## src/rtl/scat_pkg.sv

```systemverilog
// ----------------------------------------------------------------------------
// scat_pkg: shared types and constants of the sector chain allocation table
// command codes, status codes, controller states and the controller/datapath
// command and status bundles
// ----------------------------------------------------------------------------
`default_nettype none

package scat_pkg;

	localparam int TABLE_ENTRIES_DEF = 256;
	localparam int CNT_W = 9;            // walk counter, holds up to 511
	localparam logic [7:0] MARK = 8'hFF; // empty directory entry / end of chain

	typedef enum logic [2:0] {
		CMD_NEW,
		CMD_SIZE,
		CMD_APPEND,
		CMD_LOCATE,
		CMD_WR_DIR,
		CMD_WR_LINK,
		CMD_RD_DIR,
		CMD_RD_LINK
	} cmd_t;

	typedef enum logic [1:0] {
		STAT_OK,
		STAT_FULL,
		STAT_PAST,
		STAT_CORRUPT
	} stat_t;

	typedef enum logic [3:0] {
		S_CLEAR,
		S_IDLE,
		S_DECODE,
		S_NEW,
		S_SIZE,
		S_LOC,
		S_AP_SCAN,
		S_AP_TAIL,
		S_AP_CHK,
		S_AP_DIR,
		S_AP_LINK,
		S_AP_END,
		S_FIN
	} state_t;

	typedef enum logic [4:0] {
		OP_HOLD,
		OP_LOAD,
		OP_CLEAR,
		OP_RES_DIR,
		OP_RES_LINK,
		OP_WR_DIR,
		OP_WR_LINK,
		OP_RES_IDX,
		OP_RES_CNT,
		OP_RES_SP,
		OP_RES_N,
		OP_FAIL,
		OP_DI_INC,
		OP_WALK_START,
		OP_WALK_STEP,
		OP_TAIL_SCAN,
		OP_DIR_NUM,
		OP_WR_DIR_N,
		OP_WR_LINK_N,
		OP_OUT
	} dp_op_t;

	typedef struct packed {
		dp_op_t op;
		stat_t  fail;
	} dp_cmd_t;

	typedef struct packed {
		cmd_t cmd;
		logic dir_mark;
		logic link_in;
		logic link_mark;
		logic sp_mark;
		logic new_end;
		logic cnt_size_last;
		logic cnt_tail_last;
		logic cnt_eq_pos;
		logic alloc_full;
		logic clear_last;
		logic out_free;
	} dp_stat_t;

endpackage

`default_nettype wire

```

## src/rtl/scat_ctrl.sv

```systemverilog
// ----------------------------------------------------------------------------
// scat_ctrl: command sequencer
// steps each command through its table walks and drives the datapath
// ----------------------------------------------------------------------------
`default_nettype none

module scat_ctrl (
	input  logic               clk,
	input  logic               arst_n,
	input  logic               in_valid,
	output logic               in_ready,
	input  scat_pkg::dp_stat_t sts,
	output scat_pkg::dp_cmd_t  ctl
);

	import scat_pkg::*;

	state_t state_q;
	state_t state_d;

	always_ff @(posedge clk or negedge arst_n) begin
		if (!arst_n) begin
			state_q <= S_CLEAR;
		end else begin
			state_q <= state_d;
		end
	end

	// next state
	always_comb begin
		state_d = state_q;
		case (state_q)
			S_CLEAR: begin
				if (sts.clear_last) state_d = S_IDLE;
			end
			S_IDLE: begin
				if (in_valid) state_d = S_DECODE;
			end
			S_DECODE: begin
				case (sts.cmd)
					CMD_NEW:    state_d = S_NEW;
					CMD_SIZE:   state_d = S_SIZE;
					CMD_APPEND: state_d = S_AP_SCAN;
					CMD_LOCATE: state_d = sts.dir_mark ? S_FIN : S_LOC;
					default:    state_d = S_FIN;
				endcase
			end
			S_NEW: begin
				if (sts.new_end || sts.dir_mark) state_d = S_FIN;
			end
			S_SIZE: begin
				if (sts.sp_mark || !sts.link_in || sts.cnt_size_last) state_d = S_FIN;
			end
			S_LOC: begin
				if (!sts.link_in || sts.cnt_eq_pos || sts.link_mark) state_d = S_FIN;
			end
			S_AP_SCAN: begin
				state_d = sts.dir_mark ? S_AP_CHK : S_AP_TAIL;
			end
			S_AP_TAIL: begin
				if (!sts.link_in) state_d = S_FIN;
				else if (sts.link_mark) state_d = S_AP_SCAN;
				else if (sts.cnt_tail_last) state_d = S_FIN;
			end
			S_AP_CHK: begin
				state_d = sts.alloc_full ? S_FIN : S_AP_DIR;
			end
			S_AP_DIR: begin
				state_d = sts.dir_mark ? S_AP_END : S_AP_LINK;
			end
			S_AP_LINK: begin
				if (!sts.link_in) state_d = S_FIN;
				else if (sts.link_mark) state_d = S_AP_END;
				else if (sts.cnt_tail_last) state_d = S_FIN;
			end
			S_AP_END: begin
				state_d = S_FIN;
			end
			S_FIN: begin
				if (sts.out_free) state_d = S_IDLE;
			end
			default: begin
				state_d = S_IDLE;
			end
		endcase
	end

	// datapath commands
	always_comb begin
		in_ready = 1'b0;
		ctl.op   = OP_HOLD;
		ctl.fail = STAT_OK;
		case (state_q)
			S_CLEAR: begin
				ctl.op = OP_CLEAR;
			end
			S_IDLE: begin
				in_ready = 1'b1;
				if (in_valid) ctl.op = OP_LOAD;
			end
			S_DECODE: begin
				case (sts.cmd)
					CMD_NEW:    ctl.op = OP_HOLD;
					CMD_APPEND: ctl.op = OP_HOLD;
					CMD_SIZE:   ctl.op = OP_WALK_START;
					CMD_LOCATE: begin
						if (sts.dir_mark) begin
							ctl.op   = OP_FAIL;
							ctl.fail = STAT_PAST;
						end else begin
							ctl.op = OP_WALK_START;
						end
					end
					CMD_WR_DIR:  ctl.op = OP_WR_DIR;
					CMD_WR_LINK: ctl.op = OP_WR_LINK;
					CMD_RD_DIR:  ctl.op = OP_RES_DIR;
					default:     ctl.op = OP_RES_LINK;
				endcase
			end
			S_NEW: begin
				if (sts.new_end) begin
					ctl.op   = OP_FAIL;
					ctl.fail = STAT_FULL;
				end else if (sts.dir_mark) begin
					ctl.op = OP_RES_IDX;
				end else begin
					ctl.op = OP_DI_INC;
				end
			end
			S_SIZE: begin
				if (sts.sp_mark) begin
					ctl.op = OP_RES_CNT;
				end else if (!sts.link_in || sts.cnt_size_last) begin
					ctl.op   = OP_FAIL;
					ctl.fail = STAT_CORRUPT;
				end else begin
					ctl.op = OP_WALK_STEP;
				end
			end
			S_LOC: begin
				if (!sts.link_in) begin
					ctl.op   = OP_FAIL;
					ctl.fail = STAT_CORRUPT;
				end else if (sts.cnt_eq_pos) begin
					ctl.op = OP_RES_SP;
				end else if (sts.link_mark) begin
					ctl.op   = OP_FAIL;
					ctl.fail = STAT_PAST;
				end else begin
					ctl.op = OP_WALK_STEP;
				end
			end
			S_AP_SCAN: begin
				if (!sts.dir_mark) ctl.op = OP_WALK_START;
			end
			S_AP_TAIL: begin
				if (!sts.link_in) begin
					ctl.op   = OP_FAIL;
					ctl.fail = STAT_CORRUPT;
				end else if (sts.link_mark) begin
					ctl.op = OP_TAIL_SCAN;
				end else if (sts.cnt_tail_last) begin
					ctl.op   = OP_FAIL;
					ctl.fail = STAT_CORRUPT;
				end else begin
					ctl.op = OP_WALK_STEP;
				end
			end
			S_AP_CHK: begin
				if (sts.alloc_full) begin
					ctl.op   = OP_FAIL;
					ctl.fail = STAT_FULL;
				end else begin
					ctl.op = OP_DIR_NUM;
				end
			end
			S_AP_DIR: begin
				ctl.op = sts.dir_mark ? OP_WR_DIR_N : OP_WALK_START;
			end
			S_AP_LINK: begin
				if (!sts.link_in) begin
					ctl.op   = OP_FAIL;
					ctl.fail = STAT_CORRUPT;
				end else if (sts.link_mark) begin
					ctl.op = OP_WR_LINK_N;
				end else if (sts.cnt_tail_last) begin
					ctl.op   = OP_FAIL;
					ctl.fail = STAT_CORRUPT;
				end else begin
					ctl.op = OP_WALK_STEP;
				end
			end
			S_AP_END: begin
				ctl.op = OP_RES_N;
			end
			S_FIN: begin
				if (sts.out_free) ctl.op = OP_OUT;
			end
			default: begin
				ctl.op = OP_HOLD;
			end
		endcase
	end

endmodule

`default_nettype wire

```

## config.mk

```make
export PLATFORM = sky130hd
export DESIGN_NAME = scat_ctrl
export DESIGN_NICKNAME = d
export VERILOG_FILES = /design/src/rtl/scat_pkg.sv /design/src/rtl/scat_ctrl.sv
export SDC_FILE = /design/constraint.sdc
export NUM_CORES = 1
export LEC_CHECK = 0
export BUFFER_PORTS_ARGS = -buffer_cell sky130_fd_sc_hd__clkbuf_2
export CAP_MARGIN = 10
export CORE_MARGIN = 2
export CORE_UTILIZATION = 30
export DETAILED_ROUTE_END_ITERATION = 8
export PLACE_DENSITY = 0.51
export SLEW_MARGIN = 20
export SYNTH_ARGS = -nofsm -noshare
export SYNTH_HDL_FRONTEND = slang
export SYNTH_SLANG_ARGS = --single-unit
export TNS_END_PERCENT = 100
```

## constraint.sdc

```tcl
create_clock -name clk -period 2.07 [get_ports clk]
set_input_delay 0.414 -clock clk [delete_from_list [all_inputs] [get_ports clk]]
set_output_delay 0.414 -clock clk [all_outputs]
set_load 0.02 [all_outputs]
```

==> summary.md <==
| Metric | Value |
|---|---|
| Crit Path Class | `flop to output port` |
| Synth top area cells | `dfrtp_1, nor3_1, nand2_1` |
| Diodes inserted | `0` |
| CP arrival | `1740 ps` |
| GR Overflow Total | `0` |
| Max rail drop VDD | `0.0004404 V` |
| Crit end category | `output port` |
| Critical path data required time | `1660 ps` |
| Largest net degree at the start of global routing | `15` |
| Cells after Synth | `145` |
| Startpoint Class | `flop` |
| DR vias/cell | `5.552` |
| Clock Tree Buf Depth | `2` |
| Die X | `60.04 um` |
| Routed vias | `1327` |
| Final core utilization | `0.4988` |
| Clk slew on worst S/H paths | `40 ps` |
| Seq/Total Area, Yosys | `0.1062` |
| Yosys top cell area share | `0.1062` |
| Synth Flop Type | `dfrtp_1` |
| Largest regs | `state_q x4` |
| Synth cell count leaders | `nand2_1, nor2_1, nor3_1` |
| # placed instances | `229` |
| H-tree depth | `1` |
| CTS root buffer | `clkbuf_4` |
| Tmin final | `2151 ps` |
| Max FFs per register | `4` |
| CP Max Fanout | `6` |
| Layout fillers | `306` |
| Synth area leader | `dfrtp_1` |
| Initial antenna violation count | `0` |
| Final Skew | `3.560 ps` |
| Status | `finished with violations` |
| Final setup viols | `4` |
| CTS Sinks | `4` |
| Sequential cell area | `103.9 um^2` |
| TritonCTS Buffers | `3` |
| Rel. slew slack | `0.7847` |
| RSZ-0062 raised after global routing | `true` |
| Count leader, synth | `nand2_1` |
| Violated checks | `setup timing` |
| Power density cells | `1343 nW/um^2` |
| Initial Util | `0.3112` |
| Share of layout cells above drive strength 1 | `0.4872` |
| WL per Instance | `14.05 um` |
| Worst min-delay path class | `primary input to asynchronous set/reset pin` |
| Area occupied by multi-input gates | `845.8 um^2` |
| Number of global-route vias before repair | `1207` |
| Ports | `25` |
| Net Count, Synth | `162` |
| Nets | `214` |
| Post-synth EDFFs | `0` |
| Worst setup margin | `-81.02 ps` |
| P_leak | `0.6649 nW` |
| DRC viols | `0` |
| Placeable Area | `3028 um^2` |
| GRT Total Usage | `0.1950` |
| Fin crit share | `1.039` |
| Final-report hold violation count | `0` |
| Post-synthesis average cell area | `6.498 um^2` |
| Maximum clock rate | `464.9 MHz` |
| Drt initial violations | `74` |
| Async SR Flop Fraction | `1.000` |
| Final Max Tran Viols | `0` |
| CTS tree | `yes` |
| Layout area overhead | `60.29%` |
| Worst-Margin Slew | `314.8 ps` |
| Die area | `3605 um^2` |
| Post-Route WL | `3.359 mm` |
| Yosys reg bits | `4` |
| Netlist cell types | `51` |
| Drt pass-1 iters | `4` |
| R2r setup slk | `250 ps` |
| First-pass GRT wire length | `5.492 mm` |
| RD Place Congestion | `0.8940` |
| Synth warn | `0` |
| Die Height | `60.04 um` |
| PortBufs | `24` |
| Max cap viols | `0` |
| Post-route ant nets | `0` |
| Clock Latency Late Sink | `230 ps` |
| Cell Rows | `20` |
| Post-Layout Cell Count | `239` |
| Area of the mapped netlist | `942.2 um^2` |
| Dpl hpwl | `2.541 mm` |
| Top reg by flops | `state_q` |
-- repair_timing --
action,in CTS,in global routing
setup buffers,4,2
resized for setup,27,24
setup endpoints to repair,7,7
hold endpoints to repair,4,0
hold buffers,1,0
pin swaps,6,6
-- per-layer routing --
| layer | wire length (um) | part of all wire | GRT usage |
|---|---|---|---|
| met3 | 189 | 0.056 | 0.01299 |
| met5 | 0 | 0 | 0 |
| met4 | 48 | 0.014 | 0.03175 |
| met2 | 1687 | 0.50 | 0.3385 |
| met1 | 1433 | 0.43 | 0.2673 |
-- path summary, 6_finish.rpt --
path	startpoint	end	cells after the start
max	state_q[2]$_DFFE_PN0P_	ctl[4]	5
min	arst_n	state_q[1]$_DFFE_PN0P_	2
max reg2reg	state_q[0]$_DFFE_PN0P_	state_q[0]$_DFFE_PN0P_	8
min reg2reg	state_q[0]$_DFFE_PN0P_	state_q[1]$_DFFE_PN0P_	3
max in group asynchronous	arst_n	state_q[3]$_DFFE_PN0P_	2
min in group clk	sts[0]	state_q[3]$_DFFE_PN0P_	3
-- stage by stage --
stage / TNS, ps / instance area, um^2 / total power (W) / setup slack, ps / hold slack (ps)
after detailed placement: -3.881 / 1262 / 0.001570 / -3.881 / 220.9
after global placement: -6.311 / 1262 / 0.001566 / -6.311 / 220.7
after CTS: -261.2 / 1425 / 0.001877 / -68.05 / 512.4
final: -268.8 / 1510 / 0.002028 / -81.02 / 515.4
after global routing: -633.4 / 1510 / 0.002178 / -143.2 / 523.0
after floorplan: 0 / 942.2 / 0.001111 / 89.63 / 118.4
-- logic make-up after synthesis --
group / Yosys count / share of synthesized area
and+or+nand+nor: 68 / 0.3811
AOI/OAI and AO/OA: 47 / 0.3453
buffers and inverters: 22 / 0.1248
DFF: 4 / 0.1062
muxes: 2 / 0.02258
xor gates and xnor gates: 1 / 0.009298
adders and majority gates: 1 / 0.01062
-- cells in the final DEF (no fill, tap or decap), drive strengths merged, types with 2 or more instances in the layout --
master	instances
buf	43
clkbuf	22
nand2	15
nor2	13
nor3	12
a21oi	9
o21ai	9
inv	6
a31oi	5
nand2b	5
dfrtp	4
nand3	4
o22ai	3
and3	3
nor2b	3
nor3b	3
nand4	2
or3	2
a2111oi	2
a32oi	2
-- layout make-up --
cell class                      instances  share of cell area
Inverter                                6             0.01491
Tap cell                               44             0.03645
Timing Repair Buffer                   63              0.3049
Sequential cell                         4             0.06877
Multi-Input combinational cell        119              0.5601
Clock buffer                            3             0.01491
-- power by group --
part | internal [W] | switching, W | total (W)
Combinational | 0.000831 | 0.000924 | 0.00176
Sequential | 0.000120 | 0.0000563 | 0.000177
Clock | 0.0000647 | 0.0000304 | 0.0000951
Total | 0.00102 | 0.00101 | 0.00203
-- critical path, stage by stage, from the launching register on --
cell and delay (ps):
dfrtp_2 450, and4bb_2 280, a32oi_2 200, o21ai_1 100, or3_1 330, buf_6 140
Power figures use the tool's default switching activity.
